`config.mk`:
```
export PLATFORM = sky130hd
export DESIGN_NAME = osd_widget_alpha_generator_flat
export DESIGN_NICKNAME = d
export VERILOG_FILES = /design/src/owag_pkg.sv /design/src/owag_if.sv /design/src/owag_geometry.sv /design/src/owag_pixel_pipe.sv /design/src/osd_widget_alpha_generator.sv /design/src/flat_wrapper.sv
export SDC_FILE = /design/constraint.sdc
export NUM_CORES = 2
export LEC_CHECK = 0
export ABC_AREA = 1
export BUFFER_PORTS_ARGS = -buffer_cell sky130_fd_sc_hd__buf_2
export CAP_MARGIN = 20
export CORE_ASPECT_RATIO = 0.9
export CORE_MARGIN = 2
export CORE_UTILIZATION = 60
export DETAILED_ROUTE_END_ITERATION = 10
export GPL_TIMING_DRIVEN = 0
export PLACE_DENSITY_LB_ADDON = 0.1
export SLEW_MARGIN = 40
export SYNTH_ARGS = -nofsm -noshare
export SYNTH_HDL_FRONTEND = slang
export SYNTH_SLANG_ARGS = --single-unit
```
`constraint.sdc`:
```
create_clock -name clk_i -period 12.69 [get_ports clk_i]
set_input_delay 2.538 -clock clk_i [delete_from_list [all_inputs] [get_ports clk_i]]
set_output_delay 2.538 -clock clk_i [all_outputs]
set_load 0.02 [all_outputs]
```
`src/owag_pkg.sv`:
```
// ----------------------------------------------------------------------------
// owag_pkg
// Shared types, register codes and constant-divisor helpers for the
// on-screen widget alpha generator.
// ----------------------------------------------------------------------------
package owag_pkg;

  localparam int CFG_W     = 12;
  localparam int CFG_IDX_W = 2;
  localparam int GW        = 15;
  localparam int SETTLE_W  = 3;

  localparam logic [CFG_IDX_W-1:0] CFG_KIND   = 2'd0;
  localparam logic [CFG_IDX_W-1:0] CFG_WIDTH  = 2'd1;
  localparam logic [CFG_IDX_W-1:0] CFG_HEIGHT = 2'd2;
  localparam logic [CFG_IDX_W-1:0] CFG_POS    = 2'd3;

  localparam logic [2:0] KIND_HSLIDER = 3'd0;
  localparam logic [2:0] KIND_VSLIDER = 3'd1;
  localparam logic [2:0] KIND_PAUSE   = 3'd2;
  localparam logic [2:0] KIND_PLAY    = 3'd3;
  localparam logic [2:0] KIND_SPEAKER = 3'd4;
  localparam logic [2:0] KIND_MUTE    = 3'd5;

  localparam logic [2:0]        RST_KIND   = KIND_HSLIDER;
  localparam logic [CFG_W-1:0]  RST_WIDTH  = 12'd640;
  localparam logic [CFG_W-1:0]  RST_HEIGHT = 12'd480;
  localparam logic [6:0]        RST_POS    = 7'd0;
  localparam logic [6:0]        POS_MAX    = 7'd100;

  localparam logic [SETTLE_W-1:0] SETTLE_CYCLES = 3'd4;

  localparam logic [7:0] ALPHA_ON  = 8'hFF;
  localparam logic [7:0] ALPHA_OFF = 8'h00;

  localparam int RECIP_SHIFT  = 24;
  localparam int DIV100_SHIFT = 26;
  localparam logic [23:0] RECIP_3  = 24'((2**24 + 2) / 3);
  localparam logic [23:0] RECIP_10 = 24'((2**24 + 9) / 10);
  localparam logic [23:0] RECIP_15 = 24'((2**24 + 14) / 15);
  localparam logic [23:0] RECIP_20 = 24'((2**24 + 19) / 20);
  localparam logic [23:0] RECIP_40 = 24'((2**24 + 39) / 40);
  localparam logic [19:0] RECIP_100 = 20'((2**26 + 99) / 100);

  typedef struct packed {
    logic [2:0]             kind;
    logic                   empty;
    logic                   fwd;
    logic signed [GW-1:0]   rx;
    logic signed [GW-1:0]   ry;
    logic signed [GW-1:0]   w;
    logic signed [GW-1:0]   h;
    logic signed [GW-1:0]   wm1;
    logic signed [GW-1:0]   hm1;
    logic signed [GW-1:0]   wm2;
    logic signed [GW-1:0]   wm3;
    logic signed [GW-1:0]   hm3;
    logic signed [GW-1:0]   xlo;
    logic signed [GW-1:0]   xhi;
    logic signed [GW-1:0]   vy1;
    logic signed [GW-1:0]   mid;
    logic signed [GW-1:0]   bar;
    logic signed [GW-1:0]   wmb;
    logic signed [GW-1:0]   delta;
    logic signed [GW-1:0]   wmd;
    logic signed [GW-1:0]   y2;
    logic signed [GW-1:0]   q;
    logic signed [GW-1:0]   hm1q;
  } geom_t;

  function automatic logic [CFG_W-1:0] div12(input logic [CFG_W-1:0] x,
                                             input logic [23:0] recip);
    logic [35:0] p;
    p = 36'(x) * 36'(recip);
    return p[RECIP_SHIFT +: CFG_W];
  endfunction

  function automatic logic [12:0] div100(input logic [19:0] x);
    logic [39:0] p;
    p = 40'(x) * 40'(RECIP_100);
    return p[DIV100_SHIFT +: 13];
  endfunction

  function automatic logic signed [GW-1:0] to_s(input logic [CFG_W-1:0] x);
    return $signed({{(GW-CFG_W){1'b0}}, x});
  endfunction

endpackage

```
`src/owag_if.sv`:
```
// ----------------------------------------------------------------------------
// owag_if
// Valid/ready channels for pixel coordinates in and alpha results out.
// ----------------------------------------------------------------------------
interface owag_pix_if #(
  parameter int COORD_BITS = 12
) ();
  logic                  valid;
  logic                  ready;
  logic [COORD_BITS-1:0] screen_x;
  logic [COORD_BITS-1:0] screen_y;

  modport source (output valid, screen_x, screen_y, input ready);
  modport sink   (input valid, screen_x, screen_y, output ready);
endinterface

interface owag_alpha_if ();
  logic       valid;
  logic       ready;
  logic [7:0] alpha;
  logic       in_region;

  modport source (output valid, alpha, in_region, input ready);
  modport sink   (input valid, alpha, in_region, output ready);
endinterface

```
`src/owag_geometry.sv`:
```
// ----------------------------------------------------------------------------
// owag_geometry
// Configuration registers and a four-stage setup pipeline that turns the
// render size, widget kind and slider level into region and shape bounds.
// ----------------------------------------------------------------------------
module owag_geometry (
  input  logic                                clk_i,
  input  logic                                rst_ni,
  input  logic                                cfg_we_i,
  input  logic [owag_pkg::CFG_IDX_W-1:0]      cfg_index_i,
  input  logic [owag_pkg::CFG_W-1:0]          cfg_wdata_i,
  output owag_pkg::geom_t                     geom_o,
  output logic                                settled_o
);

  localparam int GW = owag_pkg::GW;

  logic [2:0]                     kind_q;
  logic [owag_pkg::CFG_W-1:0]     rw_q, rh_q;
  logic [6:0]                     pos_q;
  logic [owag_pkg::SETTLE_W-1:0]  settle_q;

  always_ff @(posedge clk_i or negedge rst_ni) begin
    if (!rst_ni) begin
      kind_q   <= owag_pkg::RST_KIND;
      rw_q     <= owag_pkg::RST_WIDTH;
      rh_q     <= owag_pkg::RST_HEIGHT;
      pos_q    <= owag_pkg::RST_POS;
      settle_q <= owag_pkg::SETTLE_CYCLES;
    end else begin
      if (cfg_we_i) begin
        unique case (cfg_index_i)
          owag_pkg::CFG_KIND:   kind_q <= cfg_wdata_i[2:0];
          owag_pkg::CFG_WIDTH:  rw_q   <= cfg_wdata_i;
          owag_pkg::CFG_HEIGHT: rh_q   <= cfg_wdata_i;
          owag_pkg::CFG_POS:    pos_q  <= cfg_wdata_i[6:0];
        endcase
        settle_q <= owag_pkg::SETTLE_CYCLES;
      end else if (settle_q != '0) begin
        settle_q <= settle_q - 1'b1;
      end
    end
  end

  assign settled_o = (settle_q == '0);

  // stage A: constant-divisor margins
  logic [2:0]                 a_kind_q;
  logic [6:0]                 a_pos_q;
  logic [owag_pkg::CFG_W-1:0] a_rw_q, a_rh_q, a_m10_q, a_m20_q, a_m15_q;
  logic [owag_pkg::CFG_W-1:0] a_w20_q, a_w40_q;

  always_ff @(posedge clk_i) begin
    a_kind_q <= kind_q;
    a_pos_q  <= (pos_q > owag_pkg::POS_MAX) ? owag_pkg::POS_MAX : pos_q;
    a_rw_q   <= rw_q;
    a_rh_q   <= rh_q;
    a_m10_q  <= owag_pkg::div12(rh_q, owag_pkg::RECIP_10);
    a_m20_q  <= owag_pkg::div12(rh_q, owag_pkg::RECIP_20);
    a_m15_q  <= owag_pkg::div12(rh_q, owag_pkg::RECIP_15);
    a_w20_q  <= owag_pkg::div12(rw_q, owag_pkg::RECIP_20);
    a_w40_q  <= owag_pkg::div12(rw_q, owag_pkg::RECIP_40);
  end

  // stage B: region placement
  logic [2:0]           b_kind_q;
  logic [6:0]           b_pos_q;
  logic signed [GW-1:0] b_w_q, b_h_q, b_rx_q, b_ry_q;
  logic signed [GW-1:0] b_w_d, b_h_d, b_rx_d, b_ry_d;

  always_comb begin
    if (a_kind_q == owag_pkg::KIND_HSLIDER) begin
      b_w_d  = owag_pkg::to_s(a_rw_q) - (owag_pkg::to_s(a_m10_q) <<< 1);
      b_h_d  = owag_pkg::to_s(a_m20_q);
      b_rx_d = owag_pkg::to_s(a_m10_q);
      b_ry_d = owag_pkg::to_s(a_rh_q) - owag_pkg::to_s(a_m10_q)
             - owag_pkg::to_s(a_m20_q);
    end else if (a_kind_q == owag_pkg::KIND_VSLIDER) begin
      b_w_d  = owag_pkg::to_s(a_w40_q);
      b_h_d  = owag_pkg::to_s(a_rh_q) - (owag_pkg::to_s(a_m10_q) <<< 1);
      b_rx_d = owag_pkg::to_s(a_rw_q) - owag_pkg::to_s(a_m10_q)
             - owag_pkg::to_s(a_w40_q);
      b_ry_d = owag_pkg::to_s(a_m10_q);
    end else begin
      b_w_d  = owag_pkg::to_s(a_w20_q);
      b_h_d  = owag_pkg::to_s(a_w20_q);
      b_rx_d = owag_pkg::to_s(a_rw_q) - owag_pkg::to_s(a_m15_q)
             - owag_pkg::to_s(a_w20_q);
      b_ry_d = owag_pkg::to_s(a_m15_q);
    end
  end

  always_ff @(posedge clk_i) begin
    b_kind_q <= a_kind_q;
    b_pos_q  <= a_pos_q;
    b_w_q    <= b_w_d;
    b_h_q    <= b_h_d;
    b_rx_q   <= b_rx_d;
    b_ry_q   <= b_ry_d;
  end

  // stage C: slider products, bar width, midpoints
  logic [2:0]           c_kind_q;
  logic [6:0]           c_pos_q;
  logic                 c_empty_q, c_negx_q, c_negy_q;
  logic [19:0]          c_prodx_q, c_prody_q;
  logic signed [GW-1:0] c_w_q, c_h_q, c_rx_q, c_ry_q, c_bar_q, c_mid_q;
  logic signed [GW-1:0] c_wm1_q, c_hm1_q, c_wm2_q, c_hm2_q;
  logic signed [GW-1:0] c_wm2_d, c_hm2_d;

  assign c_wm2_d = b_w_q - GW'(2);
  assign c_hm2_d = b_h_q - GW'(2);

  always_ff @(posedge clk_i) begin
    c_kind_q  <= b_kind_q;
    c_pos_q   <= b_pos_q;
    c_empty_q <= (b_w_q <= 0) || (b_h_q <= 0) || (b_kind_q > owag_pkg::KIND_MUTE);
    c_negx_q  <= c_wm2_d < 0;
    c_negy_q  <= c_hm2_d < 0;
    c_prodx_q <= 20'(c_wm2_d[12:0]) * 20'(b_pos_q);
    c_prody_q <= 20'(c_hm2_d[12:0]) * 20'(b_pos_q);
    c_w_q     <= b_w_q;
    c_h_q     <= b_h_q;
    c_rx_q    <= b_rx_q;
    c_ry_q    <= b_ry_q;
    c_bar_q   <= owag_pkg::to_s(owag_pkg::div12(b_w_q[11:0], owag_pkg::RECIP_3));
    c_mid_q   <= b_h_q >>> 1;
    c_wm1_q   <= b_w_q - GW'(1);
    c_hm1_q   <= b_h_q - GW'(1);
    c_wm2_q   <= c_wm2_d;
    c_hm2_q   <= c_hm2_d;
  end

  // stage D: final bounds
  owag_pkg::geom_t      geom_d, geom_q;
  logic signed [GW-1:0] xp, yp, delta, q;

  always_comb begin
    if (c_negx_q) begin
      xp = (c_pos_q == owag_pkg::POS_MAX) ? {GW{1'b1}} : '0;
    end else begin
      xp = $signed(GW'(owag_pkg::div100(c_prodx_q)));
    end
    if (c_negy_q) begin
      yp = (c_pos_q == owag_pkg::POS_MAX) ? {GW{1'b1}} : '0;
    end else begin
      yp = $signed(GW'(owag_pkg::div100(c_prody_q)));
    end
    delta = (c_w_q - c_mid_q) >>> 1;
    q     = c_mid_q >>> 1;

    geom_d.kind  = c_kind_q;
    geom_d.empty = c_empty_q;
    geom_d.rx    = c_rx_q;
    geom_d.ry    = c_ry_q;
    geom_d.w     = c_w_q;
    geom_d.h     = c_h_q;
    geom_d.wm1   = c_wm1_q;
    geom_d.hm1   = c_hm1_q;
    geom_d.wm2   = c_wm2_q;
    geom_d.wm3   = c_wm2_q - GW'(1);
    geom_d.hm3   = c_hm2_q - GW'(1);
    geom_d.xlo   = xp - GW'(1);
    geom_d.xhi   = xp + GW'(1);
    geom_d.vy1   = c_h_q - yp;
    geom_d.mid   = c_mid_q;
    geom_d.bar   = c_bar_q;
    geom_d.wmb   = c_w_q - c_bar_q;
    geom_d.delta = delta;
    geom_d.wmd   = c_w_q - delta;
    geom_d.fwd   = (c_w_q - delta) >= delta;
    geom_d.y2    = (c_hm1_q >>> 1) <<< 1;
    geom_d.q     = q;
    geom_d.hm1q  = c_hm1_q - q;
  end

  always_ff @(posedge clk_i) begin
    geom_q <= geom_d;
  end

  assign geom_o = geom_q;

  a_write_unsettles: assert property (@(posedge clk_i) disable iff (!rst_ni)
    cfg_we_i |=> !settled_o)
    else $error("geometry reported settled right after a register write");

  a_settled_holds: assert property (@(posedge clk_i) disable iff (!rst_ni)
    settled_o && !cfg_we_i |=> settled_o)
    else $error("geometry lost settled state without a register write");

  a_settle_bound: assert property (@(posedge clk_i) disable iff (!rst_ni)
    settle_q <= owag_pkg::SETTLE_CYCLES)
    else $error("settle counter above its load value");

endmodule

```
`src/owag_pixel_pipe.sv`:
```
// ----------------------------------------------------------------------------
// owag_pixel_pipe
// Three-stage pixel pipeline: local coordinates, shape tests, alpha.
// ----------------------------------------------------------------------------
module owag_pixel_pipe #(
  parameter int COORD_BITS = 12
) (
  input  logic            clk_i,
  input  logic            rst_ni,
  input  owag_pkg::geom_t geom_i,
  input  logic            settled_i,
  owag_pix_if.sink        pix_i,
  owag_alpha_if.source    alpha_o
);

  localparam int GW = owag_pkg::GW;
  localparam int LW = ((COORD_BITS > GW) ? COORD_BITS : GW) + 2;

  typedef logic signed [LW-1:0] lc_t;

  typedef struct packed {
    logic inr;
    logic edge_hit;
    logic hbox;
    logic vbox;
    logic vmark;
    logic pbar;
    logic sbox;
    logic diag;
    logic trow;
    lc_t  t;
    lc_t  lx;
  } s2_t;

  function automatic lc_t gx(input logic signed [GW-1:0] v);
    return LW'(v);
  endfunction

  logic rdy1, rdy2, rdy3, accept;
  logic v1_q, v2_q, v3_q;
  lc_t  lx1_q, ly1_q;
  s2_t  s2_d, s2_q;
  logic [7:0] alpha3_q, alpha3_d;
  logic inr3_q;

  assign rdy3        = !v3_q || alpha_o.ready;
  assign rdy2        = !v2_q || rdy3;
  assign rdy1        = !v1_q || rdy2;
  assign pix_i.ready = settled_i && rdy1;
  assign accept      = pix_i.valid && pix_i.ready;

  always_ff @(posedge clk_i or negedge rst_ni) begin
    if (!rst_ni) begin
      v1_q <= 1'b0;
      v2_q <= 1'b0;
      v3_q <= 1'b0;
    end else begin
      if (rdy1) v1_q <= accept;
      if (rdy2) v2_q <= v1_q;
      if (rdy3) v3_q <= v2_q;
    end
  end

  // stage 1: region-local coordinates
  always_ff @(posedge clk_i) begin
    if (accept) begin
      lx1_q <= $signed({{(LW-COORD_BITS){1'b0}}, pix_i.screen_x}) - gx(geom_i.rx);
      ly1_q <= $signed({{(LW-COORD_BITS){1'b0}}, pix_i.screen_y}) - gx(geom_i.ry);
    end
  end

  // stage 2: region and primitive tests
  always_comb begin
    lc_t lx, ly, yr;
    lx = lx1_q;
    ly = ly1_q;
    yr = gx(geom_i.y2) - ly;
    s2_d.inr      = !geom_i.empty && (lx >= 0) && (lx < gx(geom_i.w))
                  && (ly >= 0) && (ly < gx(geom_i.h));
    s2_d.edge_hit = (lx == 0) || (ly == 0) || (lx == gx(geom_i.wm1))
                  || (ly == gx(geom_i.hm1));
    s2_d.hbox     = (lx >= gx(geom_i.xlo)) && (lx <= gx(geom_i.xhi))
                  && (ly >= 2) && (ly <= gx(geom_i.hm3));
    s2_d.vbox     = (lx >= 2) && (lx <= gx(geom_i.wm3))
                  && (ly >= gx(geom_i.vy1)) && (ly <= gx(geom_i.hm3));
    s2_d.vmark    = ((lx == 1) || (lx == gx(geom_i.wm2))) && (ly == gx(geom_i.mid));
    s2_d.pbar     = (lx < gx(geom_i.bar)) || (lx >= gx(geom_i.wmb));
    s2_d.sbox     = (lx >= gx(geom_i.delta)) && (lx <= gx(geom_i.wmd))
                  && (ly >= gx(geom_i.q)) && (ly <= gx(geom_i.hm1q));
    s2_d.diag     = (lx >= 1) && ((lx + ly) == gx(geom_i.hm1));
    s2_d.trow     = (ly >= 0) && (ly <= gx(geom_i.y2));
    s2_d.t        = (yr < ly) ? yr : ly;
    s2_d.lx       = lx;
  end

  always_ff @(posedge clk_i) begin
    if (rdy2 && v1_q) s2_q <= s2_d;
  end

  // stage 3: triangles and per-kind combine
  always_comb begin
    lc_t  lx, dl, wd;
    logic ptri, stri, drawn;
    lx = s2_q.lx;
    dl = gx(geom_i.delta);
    wd = gx(geom_i.wmd);
    if (geom_i.fwd) begin
      ptri = s2_q.trow && (lx >= dl) && (lx <= dl + s2_q.t) && (lx <= wd);
    end else begin
      ptri = s2_q.trow && (lx <= dl) && (lx >= dl - s2_q.t) && (lx >= wd);
    end
    if (!geom_i.fwd || (dl == wd)) begin
      stri = s2_q.trow && (lx >= wd) && (lx <= wd + s2_q.t) && (lx <= dl);
    end else begin
      stri = s2_q.trow && (lx <= wd) && (lx >= wd - s2_q.t) && (lx >= dl);
    end
    unique case (geom_i.kind)
      owag_pkg::KIND_HSLIDER: drawn = s2_q.hbox || s2_q.edge_hit;
      owag_pkg::KIND_VSLIDER: drawn = s2_q.vbox || s2_q.vmark || s2_q.edge_hit;
      owag_pkg::KIND_PAUSE:   drawn = s2_q.pbar;
      owag_pkg::KIND_PLAY:    drawn = ptri;
      owag_pkg::KIND_SPEAKER: drawn = s2_q.sbox || stri;
      owag_pkg::KIND_MUTE:    drawn = (s2_q.sbox || stri) ^ s2_q.diag;
      default:                drawn = 1'b0;
    endcase
    alpha3_d = (s2_q.inr && drawn) ? owag_pkg::ALPHA_ON : owag_pkg::ALPHA_OFF;
  end

  always_ff @(posedge clk_i) begin
    if (rdy3 && v2_q) begin
      alpha3_q <= alpha3_d;
      inr3_q   <= s2_q.inr;
    end
  end

  assign alpha_o.valid     = v3_q;
  assign alpha_o.alpha     = alpha3_q;
  assign alpha_o.in_region = inr3_q;

  a_alpha_needs_region: assert property (@(posedge clk_i) disable iff (!rst_ni)
    v3_q && (alpha3_q != owag_pkg::ALPHA_OFF) |-> inr3_q)
    else $error("alpha drawn outside the widget region");

  a_alpha_binary: assert property (@(posedge clk_i) disable iff (!rst_ni)
    v3_q |-> (alpha3_q == owag_pkg::ALPHA_ON) || (alpha3_q == owag_pkg::ALPHA_OFF))
    else $error("alpha neither fully drawn nor transparent");

  a_accept_settled: assert property (@(posedge clk_i) disable iff (!rst_ni)
    accept |-> settled_i)
    else $error("pixel beat taken while geometry settles");

endmodule

```
`src/osd_widget_alpha_generator.sv`:
```
// ----------------------------------------------------------------------------
// osd_widget_alpha_generator
// Overlay alpha for one on-screen widget, one pixel coordinate per beat.
//
//   channel   dir  payload                   handshake
//   pix_i     in   screen_x, screen_y        valid/ready
//   alpha_o   out  alpha[7:0], in_region     valid/ready
//   cfg       in   cfg_index_i, cfg_wdata_i  cfg_we_i, no back-pressure
//
// One beat per cycle sustained while alpha_o is ready; each beat passes in turn
// through the local-coordinate, shape-test and alpha stages.
// After reset and after every register write, pix_i.ready stays low while
// the setup pipeline derives the region bounds.
// A stall on alpha_o backs up through the stages without losing beats.
// ----------------------------------------------------------------------------
module osd_widget_alpha_generator #(
  parameter int COORD_BITS = 12
) (
  input  logic                             clk_i,
  input  logic                             rst_ni,
  input  logic                             cfg_we_i,
  input  logic [owag_pkg::CFG_IDX_W-1:0]   cfg_index_i,
  input  logic [owag_pkg::CFG_W-1:0]       cfg_wdata_i,
  owag_pix_if.sink                         pix_i,
  owag_alpha_if.source                     alpha_o
);

  owag_pkg::geom_t geom;
  logic            settled;

  owag_geometry u_geometry (
    .clk_i       (clk_i),
    .rst_ni      (rst_ni),
    .cfg_we_i    (cfg_we_i),
    .cfg_index_i (cfg_index_i),
    .cfg_wdata_i (cfg_wdata_i),
    .geom_o      (geom),
    .settled_o   (settled)
  );

  owag_pixel_pipe #(
    .COORD_BITS (COORD_BITS)
  ) u_pixel_pipe (
    .clk_i     (clk_i),
    .rst_ni    (rst_ni),
    .geom_i    (geom),
    .settled_i (settled),
    .pix_i     (pix_i),
    .alpha_o   (alpha_o)
  );

endmodule

```
`src/flat_wrapper.sv`:
```
// flat-port wrapper written by rule: the top's interface ports become plain ports
module osd_widget_alpha_generator_flat 
#(
  parameter int COORD_BITS = 12
)
  (clk_i, rst_ni, cfg_we_i, cfg_index_i, cfg_wdata_i, pix_i_valid, pix_i_screen_x, pix_i_screen_y, pix_i_ready, alpha_o_valid, alpha_o_alpha, alpha_o_in_region, alpha_o_ready);
  owag_pix_if #(.COORD_BITS(COORD_BITS)) pix_i_i ();
  owag_alpha_if alpha_o_i ();
  input  logic clk_i;
  input  logic rst_ni;
  input  logic cfg_we_i;
  input  logic [owag_pkg::CFG_IDX_W-1:0] cfg_index_i;
  input  logic [owag_pkg::CFG_W-1:0] cfg_wdata_i;
  input wire logic [$bits(pix_i_i.valid)-1:0] pix_i_valid;
  input wire logic [$bits(pix_i_i.screen_x)-1:0] pix_i_screen_x;
  input wire logic [$bits(pix_i_i.screen_y)-1:0] pix_i_screen_y;
  output wire logic [$bits(pix_i_i.ready)-1:0] pix_i_ready;
  output wire logic [$bits(alpha_o_i.valid)-1:0] alpha_o_valid;
  output wire logic [$bits(alpha_o_i.alpha)-1:0] alpha_o_alpha;
  output wire logic [$bits(alpha_o_i.in_region)-1:0] alpha_o_in_region;
  input wire logic [$bits(alpha_o_i.ready)-1:0] alpha_o_ready;
  assign pix_i_i.valid = pix_i_valid;
  assign pix_i_i.screen_x = pix_i_screen_x;
  assign pix_i_i.screen_y = pix_i_screen_y;
  assign pix_i_ready = pix_i_i.ready;
  assign alpha_o_valid = alpha_o_i.valid;
  assign alpha_o_alpha = alpha_o_i.alpha;
  assign alpha_o_in_region = alpha_o_i.in_region;
  assign alpha_o_i.ready = alpha_o_ready;
  osd_widget_alpha_generator #(.COORD_BITS(COORD_BITS)) u_core (.clk_i(clk_i), .rst_ni(rst_ni), .cfg_we_i(cfg_we_i), .cfg_index_i(cfg_index_i), .cfg_wdata_i(cfg_wdata_i), .pix_i(pix_i_i), .alpha_o(alpha_o_i));
endmodule
```
==> impl_results.md <==
- Slew HR: 39.1%
- FF/Latch Area: 14,300 sq um
- Synth unique cells: 71
- Area occupied by multi-input gates: 50,500 sq um
- Most frequent CP cell: fa_1
- Max-cap violations: 0
- Startpoint class of the critical path: flop
- Core area: 119,000 sq um
- Post-route ant nets: 0
- Worst Skew: 0.0318 ns
- Chip width: 369 um
- Placer Congestion: 0.989
- IO buf count: 53
- Vias: 57.8k
- Compound-Gate Fraction of Synth Area: 9.58%
- Antenna violations before repair: 5
- WP data arrival: 8.92 ns
- CP Capture Type: flop
- Synth Area in Simple Gates: 14.4%
- Share of post-route cells with drive strength above 1: 3.36%
- Worst skew pair latency: 0.68 ns
- Worst Setup Slack, final: 4.32 ns
- Fin util: 64.6%
- Crit path max-delay cell type: dfxtp_1
- Pre-CTS WS: 4.47 ns
- # fillers: 10.4k
- Largest family of logic cells by synthesized area: adder cells
- Crit Path Category: flop to flop
- Xor/xnor share of the synthesized area: 4.78%
- Vias/cell: 5.54
- Worst Reg-to-Reg Cells: 30
- Crit path max fanout: 9
- CP delay by family, top: adder cells
- Chip height: 332 um
- Post-Syn Area: 71,800 sq um
- Worst-Margin Slew: 0.909 ns
- Synthesized area per cell: 8.32 sq um
- Total GRT Usage: 33.0%
- First-pass GRT wire length: 315 mm
- Critical Path Max Stage Delay: 0.84 ns
- Hold wc startpoint: u_core.u_geometry.c_rx_q[9]$_DFF_P_
- Post-CTS setup buffer count: 0
- Final min period: 8.37 ns
- Grt ovf: 0
- Crit path from: u_core.u_geometry.c_prody_q[8]$_DFF_P_
- Buffers and inverters on the worst path: 4
- Largest net degree at the start of global routing: 41
- Adder-cell share of the synthesized area: 41.5%
- Commonest non-fill, non-tap cells in the layout: inv_1, ha_1, nand2_1
- CTS Buf Count: 72
- # setup viols final: 0
- Vias in the first global route: 57.2k
- Fmax achieved: 119 MHz
- Post-cts repair resize count: 0
- Final period util: 66.0%
- Clock sink count: 665
- H-tree Lvls: 3
- Routed len/inst: 19.3 um
- Top FF cell, synth: dfxtp_1
- CTS Buffer Depth: 3
- Status: finished, final reports clean
- Sequential fraction of the synthesis area: 19.9%
- Syn_nets: 10.7k
- Worst-path clk slew: 0.06 ns
- First DRT Iteration DRCs: 4,381
- Aggregate routed wire length: 201 mm
- Setup slack, reg-to-reg: 4.32 ns
- DRC viols: 0
- Reg-to-reg startpoint: u_core.u_geometry.c_prody_q[8]$_DFF_P_
- Nets@finish: 10.8k
- Clock Root Buffer: clkbuf_16
- Number of buffers inserted by hold repair at cts: 0
- Sum Neg Setup Slack: 0 ns
- Die Footprint: 122,000 sq um
- Type of the tightest min-delay check: flop to flop
- Post-synth EDFFs: 76
- Detailed Routing Iterations Pass 1: 5
- Worst hold stages: 0
- Max-slew violations: 0
- Cell count after synthesis: 8,626
- IO Count: 54
- Synthesis Warnings: 0
- Post-DP HPWL: 170 mm
- Fin. Hold Viols: 0
- RSZ-0062 raised after global routing: no
- Core Rows: 120
- Most common cell after layout, fill and taps aside: inv_1
- Multiplexer area fraction after synthesis: 0%
- Reg2reg end: u_core.u_geometry.geom_o[134]$_DFF_P_
- Initial Utilization: 60.4%
- Required time worst endpoint: 13.24 ns
- Area growth syn-to-layout: 7.00%
- CTS tree: built
- Async SR Flop Fraction: 6.02%
- Hold worst-path end: u_core.u_geometry.geom_o[294]$_DFF_P_
- Flops & latches, synth: 665
metal layers:
layer  global-route usage (%)  part of all wire, %  vias up
met4                     9.25                  2.9        0
met1                     48.9                   47    27517
li1                         -                    -    28143
met2                     50.8                   43     1813
met5                        0                    0        -
met3                     3.89                  6.9      287
worst max-delay path by stage:
stage	depth (start not counted)	to
floorplan	30	u_core.u_geometry.geom_o[134]$_DFF_P_
global placement	30	u_core.u_geometry.geom_o[134]$_DFF_P_
detailed placement	30	u_core.u_geometry.geom_o[134]$_DFF_P_
CTS	30	u_core.u_geometry.geom_o[134]$_DFF_P_
global route	30	u_core.u_geometry.geom_o[134]$_DFF_P_
finish	30	u_core.u_geometry.geom_o[134]$_DFF_P_
logic make-up after synthesis:
logic type / Yosys count
buffers and inverters: 1875
AOI/OAI and AO/OA: 1222
xor gates and xnor gates: 392
adders and majority gates: 2025
DFF: 665
and+or+nand+nor: 2447
registers in the layout, summed over array words and instances, names as in the netlist, 9 cells and up:
register,count
u_core.u_geometry.a_rw_q,12
u_core.u_geometry.c_ry_q,14
u_core.u_geometry.c_w_q,12
u_core.u_geometry.b_h_q,13
u_core.u_geometry.c_mid_q,11
u_core.u_geometry.c_rx_q,14
u_core.u_pixel_pipe.lx1_q,16
u_core.u_geometry.c_wm2_q,14
u_core.u_geometry.rh_q,12
u_core.u_geometry.c_prody_q,20
u_core.u_geometry.geom_o,246
u_core.u_geometry.c_bar_q,11
u_core.u_geometry.rw_q,12
u_core.u_pixel_pipe.ly1_q,16
u_core.u_geometry.b_ry_q,14
u_core.u_geometry.a_rh_q,12
u_core.u_pixel_pipe.s2_q,42
u_core.u_geometry.a_m15_q,9
u_core.u_geometry.c_hm2_q,14
u_core.u_geometry.b_rx_q,14
u_core.u_geometry.b_w_q,13
u_core.u_geometry.c_hm1_q,14
u_core.u_geometry.c_wm1_q,15
u_core.u_geometry.c_prodx_q,20
stage by stage:
step | hold WS [ns] | instance area, sq um | instances
after floorplan | 0.310 | 71800 | 8626
after global placement | 0.311 | 74100 | 10265
after global routing | 0.313 | 76800 | 10418
after CTS | 0.311 | 76800 | 10416
after detailed placement | 0.312 | 74400 | 10286
final | 0.310 | 76800 | 10420
synth_stat cells, types with 12 or more instances:
cell type | instances | area share (%)
o21ai_0 | 325 | 2.3
nand4_1 | 90 | 0.78
dfrtp_1 | 33 | 1.2
o211ai_1 | 32 | 0.33
o21a_1 | 23 | 0.24
a21oi_1 | 586 | 4.1
fa_1 | 595 | 17
dfxtp_1 | 549 | 15
o31ai_1 | 24 | 0.25
edfxtp_1 | 76 | 3.2
nand2_1 | 1396 | 7.3
a31oi_1 | 34 | 0.30
a21o_1 | 31 | 0.32
inv_1 | 1799 | 9.4
xor2_1 | 269 | 3.3
ha_1 | 1430 | 25
nor3_1 | 78 | 0.54
a21boi_0 | 16 | 0.17
or2_2 | 22 | 0.19
a211oi_1 | 16 | 0.17
o221ai_1 | 29 | 0.35
nor2_1 | 495 | 2.6
clkbuf_1 | 48 | 0.25
xnor2_1 | 123 | 1.5
o21bai_1 | 35 | 0.37
o21ai_1 | 19 | 0.13
o2111ai_1 | 12 | 0.15
nand3_1 | 264 | 1.8
nor4_1 | 30 | 0.26
layout make-up:
type	count	area share [%]
antenna	3	0.00977
buffer	64	0.371
clock buffer	90	2.57
clock inverter	40	0.625
inverter	1811	8.85
multi-input combinational	6086	65.7
sequential	665	18.6
tap	1586	2.58
timing repair buffer	75	0.728
Power is left out: the tool's default activity adds up to more than one toggle a clock period on the data nets, which glitch-free logic cannot reach.
